[config.mk]
export PLATFORM = sky130hd
export DESIGN_NAME = status_led_pattern_generator
export DESIGN_NICKNAME = d
export VERILOG_FILES = /design/src/rtl/core/slpg_pkg.sv /design/src/rtl/core/slpg_phase.sv /design/src/rtl/core/status_led_pattern_generator.sv
export SDC_FILE = /design/constraint.sdc
export NUM_CORES = 1
export LEC_CHECK = 0
export BUFFER_PORTS_ARGS = -buffer_cell sky130_fd_sc_hd__buf_2
export CAP_MARGIN = 40
export CORE_MARGIN = 2
export CORE_UTILIZATION = 67
export CTS_BUF_LIST = sky130_fd_sc_hd__clkbuf_2 sky130_fd_sc_hd__clkbuf_4 sky130_fd_sc_hd__clkbuf_8
export CTS_CLUSTER_DIAMETER = 200
export DETAILED_ROUTE_END_ITERATION = 7
export GPL_TIMING_DRIVEN = 0
export PLACE_DENSITY_LB_ADDON = 0.2
export REMOVE_ABC_BUFFERS = 1
export SYNTH_ARGS = -nofsm -noshare
export SYNTH_HDL_FRONTEND = slang
export SYNTH_SLANG_ARGS = --single-unit
export TNS_END_PERCENT = 100
[constraint.sdc]
create_clock -name i_clk -period 7.9 [get_ports i_clk]
set_input_delay 0.395 -clock i_clk [delete_from_list [all_inputs] [get_ports i_clk]]
set_output_delay 0.395 -clock i_clk [all_outputs]
set_load 0.02 [all_outputs]
[src/rtl/core/slpg_pkg.sv]
// Package for the status LED pattern generator: pattern codes, timing
// constants, pipeline control struct and the LED level function.
// No dependencies.
`default_nettype none

package slpg_pkg;

    localparam logic [2:0] PAT_SETUP   = 3'd0;
    localparam logic [2:0] PAT_IDLE    = 3'd1;
    localparam logic [2:0] PAT_RUNNING = 3'd2;
    localparam logic [2:0] PAT_SUCCESS = 3'd3;
    localparam logic [2:0] PAT_ERROR   = 3'd4;

    localparam int unsigned SETUP_PERIOD_MS   = 1000;
    localparam int unsigned SETUP_ON_MS       = 500;
    localparam int unsigned IDLE_PERIOD_MS    = 3000;
    localparam int unsigned BLIP_MS           = 100;
    localparam int unsigned RUNNING_PERIOD_MS = 200;
    localparam int unsigned SUCCESS_HOLD_MS   = 2000;
    localparam int unsigned ERROR_SPAN_MS     = 600;

    localparam int unsigned TIME_W = 32;

    // elapsed mod 3000 = 8 * ((elapsed >> 3) mod 375) + elapsed[2:0]
    localparam int unsigned FOLD_SHIFT  = 3;
    localparam int unsigned PERIOD_FOLD = IDLE_PERIOD_MS >> FOLD_SHIFT;
    localparam int unsigned X_W         = TIME_W - FOLD_SHIFT;
    localparam int unsigned RECIP_SHIFT = 38;
    localparam int unsigned RECIP_W     = 30;
    localparam int unsigned PROD_W      = X_W + RECIP_W;
    localparam int unsigned Q_W         = PROD_W - RECIP_SHIFT;
    localparam int unsigned REM_W       = 9;
    localparam int unsigned PHASE_W     = REM_W + FOLD_SHIFT;

    localparam logic [RECIP_W-1:0] RECIP_M =
        RECIP_W'(((64'd1 << RECIP_SHIFT) + 64'(PERIOD_FOLD) - 64'd1) / 64'(PERIOD_FOLD));

    typedef logic [2:0]         t_pat;
    typedef logic [PHASE_W-1:0] t_phase;

    typedef struct packed {
        logic vld;
        logic tick;
        t_pat pat;
    } t_ctl;

    // m is elapsed mod 3000; success and error expiry are resolved upstream.
    function automatic logic led_level(t_pat pat, t_phase m);
        logic odd;
        logic lit;
        odd = 1'b0;
        for (int k = 1; k < int'(IDLE_PERIOD_MS / BLIP_MS); k++) begin
            odd = odd ^ (m >= PHASE_W'(k * (RUNNING_PERIOD_MS / 2)));
        end
        case (pat)
            PAT_SETUP: begin
                lit = (m < PHASE_W'(SETUP_ON_MS)) ||
                      (m >= PHASE_W'(SETUP_PERIOD_MS) &&
                       m < PHASE_W'(SETUP_PERIOD_MS + SETUP_ON_MS)) ||
                      (m >= PHASE_W'(2 * SETUP_PERIOD_MS) &&
                       m < PHASE_W'(2 * SETUP_PERIOD_MS + SETUP_ON_MS));
            end
            PAT_IDLE:    lit = (m < PHASE_W'(BLIP_MS));
            PAT_RUNNING: lit = !odd;
            PAT_SUCCESS: lit = 1'b1;
            PAT_ERROR:   lit = !odd;
            default:     lit = 1'b0;
        endcase
        return lit;
    endfunction

endpackage

`default_nettype wire

[src/rtl/core/slpg_phase.sv]
// Two-stage elapsed-time reduction to the 3000 ms phase (reciprocal
// multiply, then remainder). Depends on slpg_pkg.
`default_nettype none

module slpg_phase (
    input  wire logic                          i_clk,
    input  wire logic                          i_rst_n,
    input  wire logic                          i_en,
    input  wire slpg_pkg::t_ctl                i_ctl,
    input  wire logic [slpg_pkg::TIME_W-1:0]   i_elapsed,
    output slpg_pkg::t_ctl                     o_ctl,
    output slpg_pkg::t_phase                   o_phase
);
    import slpg_pkg::*;

    logic [X_W-1:0]        x;
    logic [PROD_W-1:0]     prod;
    logic [X_W-1:0]        rem_full;

    t_ctl                  r_a_ctl;
    logic [Q_W-1:0]        r_a_q;
    logic [X_W-1:0]        r_a_x;
    logic [FOLD_SHIFT-1:0] r_a_low;
    t_ctl                  r_b_ctl;
    t_phase                r_b_phase;

    assign x        = i_elapsed[TIME_W-1:FOLD_SHIFT];
    assign prod     = PROD_W'(x) * PROD_W'(RECIP_M);
    assign rem_full = r_a_x - X_W'(r_a_q) * X_W'(PERIOD_FOLD);

    always_ff @(posedge i_clk) begin
        if (!i_rst_n) begin
            r_a_ctl <= '0;
            r_b_ctl <= '0;
        end else if (i_en) begin
            r_a_ctl <= i_ctl;
            r_b_ctl <= r_a_ctl;
        end
    end

    always_ff @(posedge i_clk) begin
        if (i_en) begin
            r_a_q     <= prod[PROD_W-1:RECIP_SHIFT];
            r_a_x     <= x;
            r_a_low   <= i_elapsed[FOLD_SHIFT-1:0];
            r_b_phase <= {rem_full[REM_W-1:0], r_a_low};
        end
    end

    assign o_ctl   = r_b_ctl;
    assign o_phase = r_b_phase;

endmodule

`default_nettype wire

[src/rtl/core/status_led_pattern_generator.sv]
// Status LED pattern generator. Accepts one word per cycle while the output is
// not stalled and returns one result word per input word, in order. The pattern
// state (anchor, expiry into idle) updates in a single stage, which sets the
// one-word-per-cycle rate; the phase within the 3000 ms cycle is then found by
// a reciprocal multiply and remainder over two stages. A stalled output holds
// the whole pipeline. Depends on slpg_pkg and slpg_phase.
`default_nettype none

module status_led_pattern_generator (
    input  wire logic                          i_clk,
    input  wire logic                          i_rst_n,
    input  wire logic                          i_valid,
    output logic                               o_ready,
    input  wire logic                          i_mode,
    input  wire logic [31:0]                   i_now_ms,
    input  wire logic [2:0]                    i_new_state,
    output logic                               o_valid,
    input  wire logic                          i_ready,
    output logic                               o_led_on,
    output logic [2:0]                         o_pattern_state
);
    import slpg_pkg::*;

    logic                 en;
    logic [TIME_W-1:0]    anchor;
    logic [TIME_W-1:0]    elapsed;
    logic                 expire;
    t_ctl                 s1_ctl;
    t_ctl                 ph_ctl;
    t_phase               ph_phase;

    logic                 r_s0_vld;
    logic                 r_s0_mode;
    logic [TIME_W-1:0]    r_s0_now;
    t_pat                 r_s0_ns;

    t_pat                 r_pattern, n_pattern;
    logic [TIME_W-1:0]    r_entry, n_entry;
    logic                 r_anchored, n_anchored;

    t_ctl                 r_s1_ctl;
    logic [TIME_W-1:0]    r_s1_elapsed;

    logic                 r_out_vld;
    logic                 r_led;
    t_pat                 r_out_pat;

    assign en      = !r_out_vld || i_ready;
    assign o_ready = en;

    always_ff @(posedge i_clk) begin
        if (!i_rst_n) begin
            r_s0_vld <= 1'b0;
        end else if (en) begin
            r_s0_vld <= i_valid;
        end
    end

    always_ff @(posedge i_clk) begin
        if (en && i_valid) begin
            r_s0_mode <= i_mode;
            r_s0_now  <= i_now_ms;
            r_s0_ns   <= i_new_state;
        end
    end

    always_comb begin
        n_pattern  = r_pattern;
        n_entry    = r_entry;
        n_anchored = r_anchored;
        anchor     = r_anchored ? r_entry : r_s0_now;
        elapsed    = r_s0_now - anchor;
        expire     = 1'b0;
        if (r_s0_mode) begin
            if (r_s0_ns inside {[PAT_SETUP:PAT_ERROR]}) begin
                n_pattern  = r_s0_ns;
                n_entry    = '0;
                n_anchored = 1'b0;
            end
        end else begin
            n_entry    = anchor;
            n_anchored = 1'b1;
            expire = (r_pattern == PAT_SUCCESS && elapsed >= TIME_W'(SUCCESS_HOLD_MS)) ||
                     (r_pattern == PAT_ERROR && elapsed >= TIME_W'(ERROR_SPAN_MS));
            if (expire) begin
                n_pattern = PAT_IDLE;
                n_entry   = r_s0_now;
                elapsed   = '0;
            end
        end
        s1_ctl.vld  = r_s0_vld;
        s1_ctl.tick = !r_s0_mode;
        s1_ctl.pat  = n_pattern;
    end

    always_ff @(posedge i_clk) begin
        if (!i_rst_n) begin
            r_pattern  <= PAT_SETUP;
            r_entry    <= '0;
            r_anchored <= 1'b0;
            r_s1_ctl   <= '0;
        end else if (en) begin
            r_s1_ctl <= s1_ctl;
            if (r_s0_vld) begin
                r_pattern  <= n_pattern;
                r_entry    <= n_entry;
                r_anchored <= n_anchored;
            end
        end
    end

    always_ff @(posedge i_clk) begin
        if (en) begin
            r_s1_elapsed <= elapsed;
        end
    end

    slpg_phase u_phase (
        .i_clk     (i_clk),
        .i_rst_n   (i_rst_n),
        .i_en      (en),
        .i_ctl     (r_s1_ctl),
        .i_elapsed (r_s1_elapsed),
        .o_ctl     (ph_ctl),
        .o_phase   (ph_phase)
    );

    always_ff @(posedge i_clk) begin
        if (!i_rst_n) begin
            r_out_vld <= 1'b0;
            r_led     <= 1'b0;
        end else if (en) begin
            r_out_vld <= ph_ctl.vld;
            if (ph_ctl.vld && ph_ctl.tick) begin
                r_led <= led_level(ph_ctl.pat, ph_phase);
            end
        end
    end

    always_ff @(posedge i_clk) begin
        if (en && ph_ctl.vld) begin
            r_out_pat <= ph_ctl.pat;
        end
    end

    assign o_valid         = r_out_vld;
    assign o_led_on        = r_led;
    assign o_pattern_state = r_out_pat;

endmodule

`default_nettype wire

* Word-level counts from Yosys, hierarchy flattened
Cells that the tools add are included.
** Operators by class
- Add/sub/neg operators :: 2
- Multipliers :: 2
- Mux-type cells :: 12
- Order comparisons :: 37
- Equal/unequal tests :: 7
- Reduce and logical (&&, ||, !) cells :: 20
- Bitwise logic cells :: 28
** Operator list (count)
- $mux 32 :: 6
- $ge 12x11->1 const B :: 10
- $ge 12x12->1 const B :: 9
- $ge 12x10->1 const B :: 5
- $mul 29x27->56 const B :: 1
- $ge 12x9->1 const B :: 3
- $ge 32x10->1 const B :: 1
- $ge 32x11->1 const B :: 1
- $sub 32x32->32 :: 1
- $xor 1x1->1 :: 28
- $mul 21x9->9 const B :: 1
- $ge 12x7->1 const B :: 1
- $ge 12x8->1 const B :: 1
- $lt 12x11->1 const B :: 1
- $lt 12x12->1 const B :: 1
- $lt 12x7->1 const B :: 1
- $lt 12x9->1 const B :: 1
- $eq 3x2->1 const B :: 3
- $mux 3 :: 3
- $sub 9x9->9 :: 1
- $logic_and 1x1->1 :: 8
- $eq 3x3->1 const B :: 2
- $logic_or 1x1->1 :: 4
- $pmux 1 s4 :: 1
- 10 further kinds :: 14
** Storage, ports and cells
- Flip-flop bits (word level) :: 170
- Word-level logic and storage cells :: 132
- Output and inout bits :: 6

* Logic depth before layout (Yosys ltp)
Gate-level depths: netlist of run 1.
- Depth in word-level cells :: 31
- Mapped depth :: 22
- Depth with buffers taken out :: 22

* Cells and area by module
From an unflattened synthesis of run 1, not the netlist that was laid out.
** Second synthesis, totals
- Cells, all modules :: 2176
- Area total of the unflattened synthesis :: 21649.5 um^2
** By module, submodules not included
- slpg_phase :: sequential area each 1191.1 um^2, cells an instance 1400, area an instance 14312.5 um^2, instances 1
- status_led_pattern_generator :: sequential area each 3012.9 um^2, cells an instance 776, area an instance 7337.0 um^2, instances 1

* Worst setup path before layout of run 1
Ideal clock, no wire load.
- Path kind :: flip-flop to flip-flop
- Start :: reg r_s1_elapsed[8]
- End :: reg u_phase.r_a_q[2], data pin
- Slack :: 1541 ps
- Setup time :: 261 ps
- Data required time :: 7639 ps
- Cell stages (with the launch flop) :: 22
- Buffers on the path :: 0
- Arrival :: 6098 ps
- Period minus slack after synthesis :: 6359 ps
- Cells stage by stage :: edfxtp_1 -> ha_1 -> inv_1 -> fa_1 -> inv_1 -> fa_1 -> fa_1 -> fa_1 -> inv_1 -> fa_1 -> inv_1 -> fa_1 -> ha_1 -> a21o_1 -> a21o_1 -> a21o_1 -> nor3_1 -> nand3_1 -> o21a_1 -> o21ai_0 -> a21boi_0 -> a311o_1
** On the way
- Longest elaborated chain between the ends :: 1
** RTL lines
- start: declaration :: RTL line status_led_pattern_generator.sv:42 : logic [TIME_W-1:0] r_s1_elapsed;
- start signal: assignment :: RTL line status_led_pattern_generator.sv:114 : r_s1_elapsed <= elapsed;
- $mul 29x27->56 :: RTL line slpg_phase.sv:28 : assign prod = PROD_W'(x) * PROD_W'(RECIP_M);
- via u_phase.prod[40] :: RTL line slpg_phase.sv:17 : logic [PROD_W-1:0] prod;
- end signal: assignment :: RTL line slpg_phase.sv:43 : r_a_q <= prod[PROD_W-1:RECIP_SHIFT];
- end: declaration :: RTL line slpg_phase.sv:21 : logic [Q_W-1:0] r_a_q;
The timed path passes the listed nets, and every way through them passes these cells.
A chain may end at the register's enable or synchronous reset.

* Final worst setup path of run 1
- Start :: reg r_s1_elapsed[8]
- End :: reg u_phase.r_a_q[8], data pin
The elaborated chain is that of the path after synthesis.

==> results.sh, run 1 <==
export IMPL_relSlewSlack_pct=38.1
export IMPL_drive_above_1_share_pct=5.36
export IMPL_place_gp_congestion=0.913
export IMPL_reg2reg_slack_ns=0.47
export IMPL_cts_buffers=17
export IMPL_status="finished, final reports clean"
export IMPL_syn_area_sq_um=21000
export IMPL_synthCells=2017
export IMPL_nets=2661
export IMPL_cp_required_ns=8.16
export IMPL_wire_per_inst_microns=19.4
export IMPL_yosysTopAreaCellShare_pct=30.0
export IMPL_cts_clk_slew_worst_paths_ns=0.09
export IMPL_final_util_pct=71.7
export IMPL_hold_path_depth=1
export IMPL_ys_types=76
export IMPL_fin_setup_tns_ns=0
export IMPL_initial_core_util_pct=68.2
export IMPL_start_kind="flop"
export IMPL_cts_hold_buffers=0
export IMPL_final_cell_mix="389 x inv_1, 314 x fa_1, 285 x ha_1, 104 x edfxtp_1, 90 x o21ai_0"
export IMPL_crit_path_frequent_cell="fa_1"
export IMPL_grt_pass1_wl_microns=79600
export IMPL_synth_seq_cells=158
export IMPL_synth_seq_area_share_pct=20.0
export IMPL_cts_max_path_buffers=2
export IMPL_finalCriticalPeriod_ns=7.43
export IMPL_cts_sinks=158
export IMPL_slew_violations=0
export IMPL_dr_pass1_iters=6
export IMPL_skew_ns=0.0130
export IMPL_gr_total_overflow=0
export IMPL_antenna_found_initial=0
export IMPL_synth_flop_cell="edfxtp_1"
export IMPL_syn_to_final_growth_pct=5.05
export IMPL_cts_tree="yes"
export IMPL_report_final_hold_viol_count=0
export IMPL_crit_path_end_kind="flop"
export IMPL_detail_route_antenna_nets=0
export IMPL_grt_max_degree=77
export IMPL_path_cells="ha_1 > inv_1 > fa_1 > inv_1 > fa_1 > fa_1 > fa_1 > inv_1 > fa_1 > inv_1 > fa_1 > ha_1 > a21o_1 > a21o_1 > a21o_1 > nor3_1 > nand3_1 > o21a_1 > o21ai_0 > o41ai_1 > a21o_1 > xnor2_1"
export IMPL_arrival_ns=7.68
export IMPL_core_area_sq_um=30700
export IMPL_final_common_cell="inv_1"
export IMPL_die_height_microns=181
export IMPL_postCtsSetupBuffers=0
export IMPL_io_buffers=45
export IMPL_fmax_mhz=135
export IMPL_synth_edf_count=104
export IMPL_n_antenna_cell=0
export IMPL_vias=14691
export IMPL_dpl_hpwl_microns=38600
export IMPL_worst_setup_path_type="flop to flop"
export IMPL_ys_warn_count=0
export IMPL_drt_initial_drc_count=947
export IMPL_die_area_sq_um=32700
export IMPL_synthTopCellsByArea="fa_1 30%, ha_1 17%, edfxtp_1 15%, inv_1 7.0%, dfxtp_1 5.2%"
export IMPL_io_pins=46
export IMPL_cts_resized=0
export IMPL_die_w_microns=181
export IMPL_hold_class="primary input to flop"
export IMPL_critPathSlowestCell="edfxtp_1"
export IMPL_synth_largest_area_cell="fa_1"
export IMPL_setup_viol=0
export IMPL_cp_max_fo=12
export IMPL_via_per_inst=6.04
export IMPL_finalWirelength_microns=47300
export IMPL_grt_pass1_vias=15498
export IMPL_htreeDepth=4
export IMPL_r2r_cells=22
export IMPL_maxCapViolCount=0
export IMPL_num_rows=64
export IMPL_syn_area_per_cell_sq_um=10.4
export IMPL_grt_util_all_layers_pct=31.2
export IMPL_rsz0062_at_grt="false"
export IMPL_post_route_period_util_pct=94.0
export IMPL_synthArstFlopShare_pct=0
export IMPL_drc=0
export IMPL_cts_root_buf="clkbuf_8"
export IMPL_tightestPinTransition_ns=0.929
export IMPL_critPathMaxStageDelay_ns=0.70
export IMPL_clk_latency_ns=0.48
## cells by family (layout without fill, tap and decap cells)
kind of cell    count (synthesis)  in the layout  share of synthesized area, %
compound gates                367            367                          12.1
xor+xnor                       66             66                          2.76
fa+ha+maj                     599            599                          47.0
buf+inv                       457            475                          8.24
flops                         158            158                          20.0
mux                            33             33                          1.58
simple gates                  337            337                          8.32
## per-layer routing
metal / vias up / wire length [microns] / global-route usage [%]
met1: 7377 / 21100 / 43.7
li1: 6855 / - / -
met4: 0 / 1110 / 8.59
met2: 375 / 22100 / 49.4
met5: - / 0 / 0
met3: 84 / 2970 / 7.03
## layout make-up
class / count / area (sq um)
fill: 2280 / 8710
clock buffer: 20 / 256
tap: 396 / 495
inverter: 390 / 1470
sequential: 158 / 4210
clock inverter: 12 / 158
timing repair buffer: 53 / 389
multi-input combinational: 1402 / 15100
## cells in the mapped netlist, drive strengths merged (9+ instances only)
| cell | instances |
|---|---|
| xor2 | 13 |
| clkbuf | 57 |
| inv | 390 |
| a211oi | 11 |
| a21oi | 68 |
| nand3 | 19 |
| and2 | 11 |
| a21o | 22 |
| fa | 314 |
| a31oi | 9 |
| ha | 285 |
| o31ai | 11 |
| o21bai | 9 |
| edfxtp | 104 |
| nor4 | 13 |
| o21ai | 91 |
| a21boi | 18 |
| nor2 | 65 |
| or3 | 39 |
| nand2b | 10 |
| o21a | 23 |
| nand4 | 11 |
| xnor2 | 53 |
| dfxtp | 54 |
| mux2i | 32 |
| nor2b | 14 |
| buf | 10 |
| nand2 | 80 |
| a32o | 30 |
| nor3 | 34 |
## state kept, by name, summed over array words and instances (netlist names), 3 cells and up
| signal | cells |
|---|---|
| o_pattern_state | 3 |
| r_s0_ns | 3 |
| u_phase.r_a_x | 9 |
| r_entry | 32 |
| u_phase.r_a_ctl | 5 |
| r_s0_now | 32 |
| r_s1_elapsed | 32 |
| u_phase.o_ctl | 5 |
| u_phase.r_a_q | 9 |
| r_s1_ctl | 5 |
| r_pattern | 3 |
| u_phase.o_phase | 12 |
| u_phase.r_a_low | 3 |
## metrics by stage
step	area, sq um	hold WS, ns	setup WS, ns	std cells
after floorplan	20700	0.400	1.54	1950
after global placement	21400	0.403	0.615	2391
after detailed placement	21600	0.407	0.558	2398
after CTS	22000	0.0507	0.548	2430
after global routing	22000	0.0439	0.106	2431
final	22000	0.0845	0.474	2431
## worst paths after layout
path,startpoint,to
max,r_s1_elapsed[8],u_phase.r_a_q[8]
min,i_mode,r_s0_mode
max reg2reg,r_s1_elapsed[8],u_phase.r_a_q[8]
min reg2reg,u_phase.r_a_low[0],u_phase.o_phase[0]
## worst max-delay path, delay by kind of cell (launching register included)
| family | cells | cell delay (ns) |
|---|---|---|
| flip-flops | 1 | 0.70 |
| AO/OA/AOI/OAI | 7 | 1.72 |
| adder cells (fa/ha/maj) | 8 | 3.85 |
| XOR/XNOR | 1 | 0.32 |
| buffers and inverters | 4 | 0.29 |
| AND/OR/NAND/NOR | 2 | 0.28 |
Power of run 1 is not shown: default switching activity piles up to over one toggle a cycle in this logic, so the estimate is an artifact.
==> run 2: changes to the inputs <==
Settings changed: CTS_BUF_LIST sky130_fd_sc_hd__clkbuf_2 sky130_fd_sc_hd__clkbuf_4 sky130_fd_sc_hd__clkbuf_8 to sky130_fd_sc_hd__clkbuf_4.
==> run 2 against run 1 <==
Against the previous run: clock skew grew 0.024 ns; first-iteration DRC count fell by 1.8%; utilization up 0.83 points; die area stayed put; clock-buffer cell count stayed put; flip-flop and latch count unchanged; setup slack lost 0.035 ns; critical path type unchanged; highest routed layer unchanged.
==> results.sh, run 2 (synthesized netlist as in run 1, its figures left out) <==
export IMPL_status="finished, final reports clean"
export IMPL_grt_max_degree=77
export IMPL_final_cell_mix="389 x inv_1, 314 x fa_1, 285 x ha_1, 104 x edfxtp_1, 90 x o21ai_0"
export IMPL_maxCapViolCount=0
export IMPL_crit_path_end_kind="flop"
export IMPL_numPlacedInstances=2398
export IMPL_wire_per_inst_microns=19.2
export IMPL_io_buffers=45
export IMPL_grt_util_all_layers_pct=31.3
export IMPL_n_antenna_cell=0
export IMPL_worst_setup_path_type="flop to flop"
export IMPL_core_area_sq_um=30700
export IMPL_fin_setup_tns_ns=0
export IMPL_finalWirelength_microns=47400
export IMPL_skew_ns=0.0369
export IMPL_cp_required_ns=8.27
export IMPL_cts_clk_slew_worst_paths_ns=0.14
export IMPL_tightestPinTransition_ns=0.932
export IMPL_reg2reg_slack_ns=0.44
export IMPL_vias=14736
export IMPL_rr_startpoint="r_s1_elapsed[8]"
export IMPL_num_rows=64
export IMPL_setup_viol=0
export IMPL_cts_buffers=17
export IMPL_worstSetupStartpoint="r_s1_elapsed[8]"
export IMPL_via_per_inst=5.97
export IMPL_drive_above_1_share_pct=5.26
export IMPL_start_kind="flop"
export IMPL_die_w_microns=181
export IMPL_die_height_microns=181
export IMPL_seq_area_sq_um=4210
export IMPL_htreeDepth=4
export IMPL_grt_pass1_wl_microns=80100
export IMPL_detail_route_antenna_nets=0
export IMPL_cts_sinks=158
export IMPL_relSlewSlack_pct=37.8
export IMPL_drt_initial_drc_count=930
export IMPL_postCtsSetupBuffers=0
export IMPL_post_route_period_util_pct=94.4
export IMPL_final_util_pct=72.5
export IMPL_drc=0
export IMPL_multi_input_area_sq_um=15100
export IMPL_syn_to_final_growth_pct=6.26
export IMPL_dpl_hpwl_microns=38600
export IMPL_dr_pass1_iters=7
export IMPL_finalCriticalPeriod_ns=7.46
export IMPL_cts_tree="yes"
export IMPL_hold_class="primary input to flop"
export IMPL_slew_violations=0
export IMPL_arrival_ns=7.83
export IMPL_die_area_sq_um=32700
export IMPL_worst_hold_startpoint="i_ready"
export IMPL_rsz0062_at_grt="false"
export IMPL_antenna_found_initial=0
export IMPL_nets=2697
export IMPL_io_pins=46
export IMPL_fin_cells=2467
export IMPL_top_regs="r_entry: 32 flops, r_s0_now: 32 flops, r_s1_elapsed: 32 flops"
export IMPL_fmax_mhz=134
export IMPL_report_final_hold_viol_count=0
export IMPL_clk_latency_ns=0.61
export IMPL_n_fill_cell=2262
export IMPL_cp_max_fo=12
export IMPL_initial_core_util_pct=68.2
export IMPL_final_common_cell="inv_1"
export IMPL_cts_max_path_buffers=2
export IMPL_cts_root_buf="clkbuf_4"
export IMPL_grt_pass1_vias=15656
export IMPL_gr_total_overflow=0
export IMPL_place_gp_congestion=0.913
## run 2: cell types whose count changed in the layout (fill, tap and decap cells not counted), sizes merged
cell,previous run,this run
dlygate4sd3,0,36
## run 2: repair_timing
action / in CTS / in global routing
hold buffers: 36 / 0
endpoints found under the setup margin: 0 / 0
endpoints found under the hold margin: 36 / 0
resized for setup: 0 / 0
## run 2: final timing paths
check / endpoint / cells after the start
setup / recovery: u_phase.r_a_q[8] / 22
hold / removal: u_phase.r_a_ctl[4] / 4
setup reg to reg: u_phase.r_a_q[8] / 22
hold reg to reg: u_phase.o_phase[0] / 0
## run 2: metal layers
layer	share of wire (%)	GRT usage, %	vias to the layer above
met4	2.2	7.77	0
met3	6.4	6.75	81
met5	0	0	-
met2	47	50.1	365
li1	-	-	6932
met1	45	44.1	7358
## run 2: final cells by class
cell class / count / share of cell area [%]
Multi-Input combinational cell: 1402 / 67.6
Sequential cell: 158 / 18.9
Inverter: 390 / 6.58
Timing Repair Buffer: 89 / 3.36
Tap cell: 396 / 2.22
Clock inverter: 12 / 0.707
Clock buffer: 20 / 0.674
## run 2: per-stage QoR
step                      setup slack [ns]  area [sq um]  hold WS (ns)
after floorplan                       1.54         20700         0.400
after global placement               0.615         21400         0.403
after detailed placement             0.558         21600         0.407
after CTS                            0.540         22300         0.153
after global routing                0.0966         22300         0.190
final                                0.439         22300         0.193
## run 2: critical path, cell delays in order (launching register included)
cell and delay [ns]:
edfxtp_1 0.72, ha_1 0.43, inv_1 0.09, fa_1 0.55
inv_1 0.09, fa_1 0.53, fa_1 0.53, fa_1 0.56
inv_1 0.06, fa_1 0.53, inv_1 0.05, fa_1 0.42
ha_1 0.29, a21o_1 0.18, a21o_1 0.16, a21o_1 0.22
nor3_1 0.19, nand3_1 0.09, o21a_1 0.24, o21ai_0 0.47
o41ai_1 0.22, a21o_1 0.23, xnor2_1 0.35
Power of run 2 is left out for the same reason.
==> run 3: changes to the inputs <==
Settings changed: GPL_TIMING_DRIVEN 0 to unset, SYNTH_HIERARCHICAL set to 1.
==> run 3 against run 2 <==
Against the previous run: first-iteration DRC count up 21%; hold slack worse by 0.057 ns; clock-buffer cell count down 2; die area up 2.2%.
==> results.sh, run 3 <==
export IMPL_status="finished, final reports clean"
export IMPL_skew_ns=0.0237
export IMPL_core_area_sq_um=31600
export IMPL_wire_per_inst_microns=19.6
export IMPL_holdPathEnd="r_s1_ctl[4]"
export IMPL_clk_latency_ns=0.64
export IMPL_grt_pass1_wl_microns=84500
export IMPL_final_util_pct=71.8
export IMPL_io_buffers=45
export IMPL_arrival_ns=7.28
export IMPL_worst_hold_startpoint="i_ready"
export IMPL_path_cells="inv_1 > fa_1 > inv_1 > fa_1 > ha_1 > fa_1 > fa_1 > fa_1 > inv_1 > fa_1 > inv_1 > ha_1 > a211oi_1 > o21ai_1 > a211oi_1 > nand4_1 > a41oi_2 > a31oi_1 > xor2_1"
export IMPL_hold_slack_ns=0.136
export IMPL_cts_max_path_buffers=2
export IMPL_drive_above_1_share_pct=4.73
export IMPL_initial_core_util_pct=68.0
export IMPL_num_rows=65
export IMPL_grt_max_degree=44
export IMPL_dr_pass1_iters=5
export IMPL_htreeDepth=4
export IMPL_crit_path_frequent_cell="fa_1"
export IMPL_cp_max_fo=9
export IMPL_drt_initial_drc_count=1128
export IMPL_nets=2868
export IMPL_detail_route_antenna_nets=0
export IMPL_syn_area_sq_um=21500
export IMPL_setup_viol=0
export IMPL_io_pins=46
export IMPL_finalCriticalPeriod_ns=6.86
export IMPL_fmax_mhz=146
export IMPL_die_height_microns=183
export IMPL_r2r_end="u_phase/r_a_q[7]"
export IMPL_die_w_microns=183
export IMPL_ys_warn_count=6
export IMPL_gr_total_overflow=0
export IMPL_hold_class="primary input to flop"
export IMPL_path_buf_inv=4
export IMPL_syn_area_per_cell_sq_um=9.90
export IMPL_slew_violations=0
export IMPL_maxCapViolCount=0
export IMPL_drc=0
export IMPL_dpl_hpwl_microns=42800
export IMPL_post_route_period_util_pct=86.9
export IMPL_antenna_found_initial=1
export IMPL_vias=15428
export IMPL_cp_top_family="adder cells"
export IMPL_via_per_inst=5.84
export IMPL_final_cell_mix="569 x inv_1, 310 x fa_1, 291 x ha_1, 98 x edfxtp_1, 73 x nor2_1"
export IMPL_cts_tree="yes"
export IMPL_place_gp_congestion=0.992
export IMPL_rr_startpoint="r_s1_elapsed[20]"
export IMPL_tightestPinTransition_ns=0.986
export IMPL_die_area_sq_um=33500
export IMPL_fin_setup_tns_ns=0
export IMPL_critPathSlowestCell="edfxtp_1"
export IMPL_grt_util_all_layers_pct=32.9
export IMPL_relSlewSlack_pct=33.4
export IMPL_crit_path_end_kind="flop"
export IMPL_top_regs="r_entry: 32 flops, r_s0_now: 32 flops, r_s1_elapsed: 30 flops"
export IMPL_rsz0062_at_grt="false"
export IMPL_report_final_hold_viol_count=0
export IMPL_cts_sinks=152
export IMPL_cp_required_ns=8.31
export IMPL_r2r_cells=19
export IMPL_finalWirelength_microns=51900
export IMPL_reg2reg_slack_ns=1.04
export IMPL_cts_clk_slew_worst_paths_ns=0.15
export IMPL_worst_setup_path_type="flop to flop"
export IMPL_synthCells=2168
export IMPL_critPathMaxStageDelay_ns=0.71
export IMPL_grt_pass1_vias=16564
export IMPL_n_fill_cell=2389
export IMPL_cts_buffers=17
export IMPL_hold_path_depth=4
export IMPL_syn_to_final_growth_pct=5.57
export IMPL_final_common_cell="inv_1"
export IMPL_cts_root_buf="clkbuf_4"
export IMPL_start_kind="flop"
[run 3: how the worst max path moves through the flow]
stage / start / end / cells past startpoint
after floorplan: r_s1_elapsed[17] / u_phase/r_a_q[7] / 21
after global placement: r_s1_elapsed[10] / u_phase/r_a_q[7] / 19
after detailed placement: r_s1_elapsed[10] / u_phase/r_a_q[7] / 19
after CTS: r_s1_elapsed[10] / u_phase/r_a_q[7] / 19
after global routing: r_s1_elapsed[20] / u_phase/r_a_q[7] / 19
final: r_s1_elapsed[20] / u_phase/r_a_q[7] / 19
[run 3: area by class of cell]
cell class / count / area, sq um / area share [%]
clock inverters: 14 / 114 / 0.503
diodes: 1 / 2.50 / 0.0110
inverters: 570 / 2140 / 9.45
multi-input cells: 1398 / 15100 / 66.6
flip-flops and latches: 152 / 4030 / 17.8
clock buffers: 18 / 135 / 0.596
repair buffers: 88 / 644 / 2.84
well taps: 402 / 503 / 2.22
[run 3: through the flow]
step	area (sq um)	setup slack (ns)	std cells
global route	22700	0.769	2643
finish	22700	1.04	2643
global placement	22000	1.12	2572
detailed placement	22000	1.13	2573
CTS	22700	1.08	2642
floorplan	21200	1.99	2120
[run 3: worst min-delay path, delay by kind of cell]
family	cells	cell delay [ns]
buffers and inverters	1	0.07
AND/OR/NAND/NOR	2	0.23
AO/OA/AOI/OAI	1	0.05
[run 3: timing repair]
| action | CTS | global route |
|---|---|---|
| hold buffers | 37 | 0 |
| endpoints found under the hold margin | 37 | 0 |
| gates resized for setup | 0 | 0 |
| setup buffers | 0 | 0 |
[run 3: metal layers]
| metal | share of wire, % | GRT usage (%) | up-vias |
|---|---|---|---|
| met5 | 0 | 0 | - |
| met4 | 3.7 | 12.4 | 0 |
| met3 | 5.5 | 5.66 | 118 |
| met2 | 49 | 56.5 | 494 |
| met1 | 42 | 41.9 | 7575 |
| li1 | - | - | 7241 |
Power of run 3 is left out for the same reason.
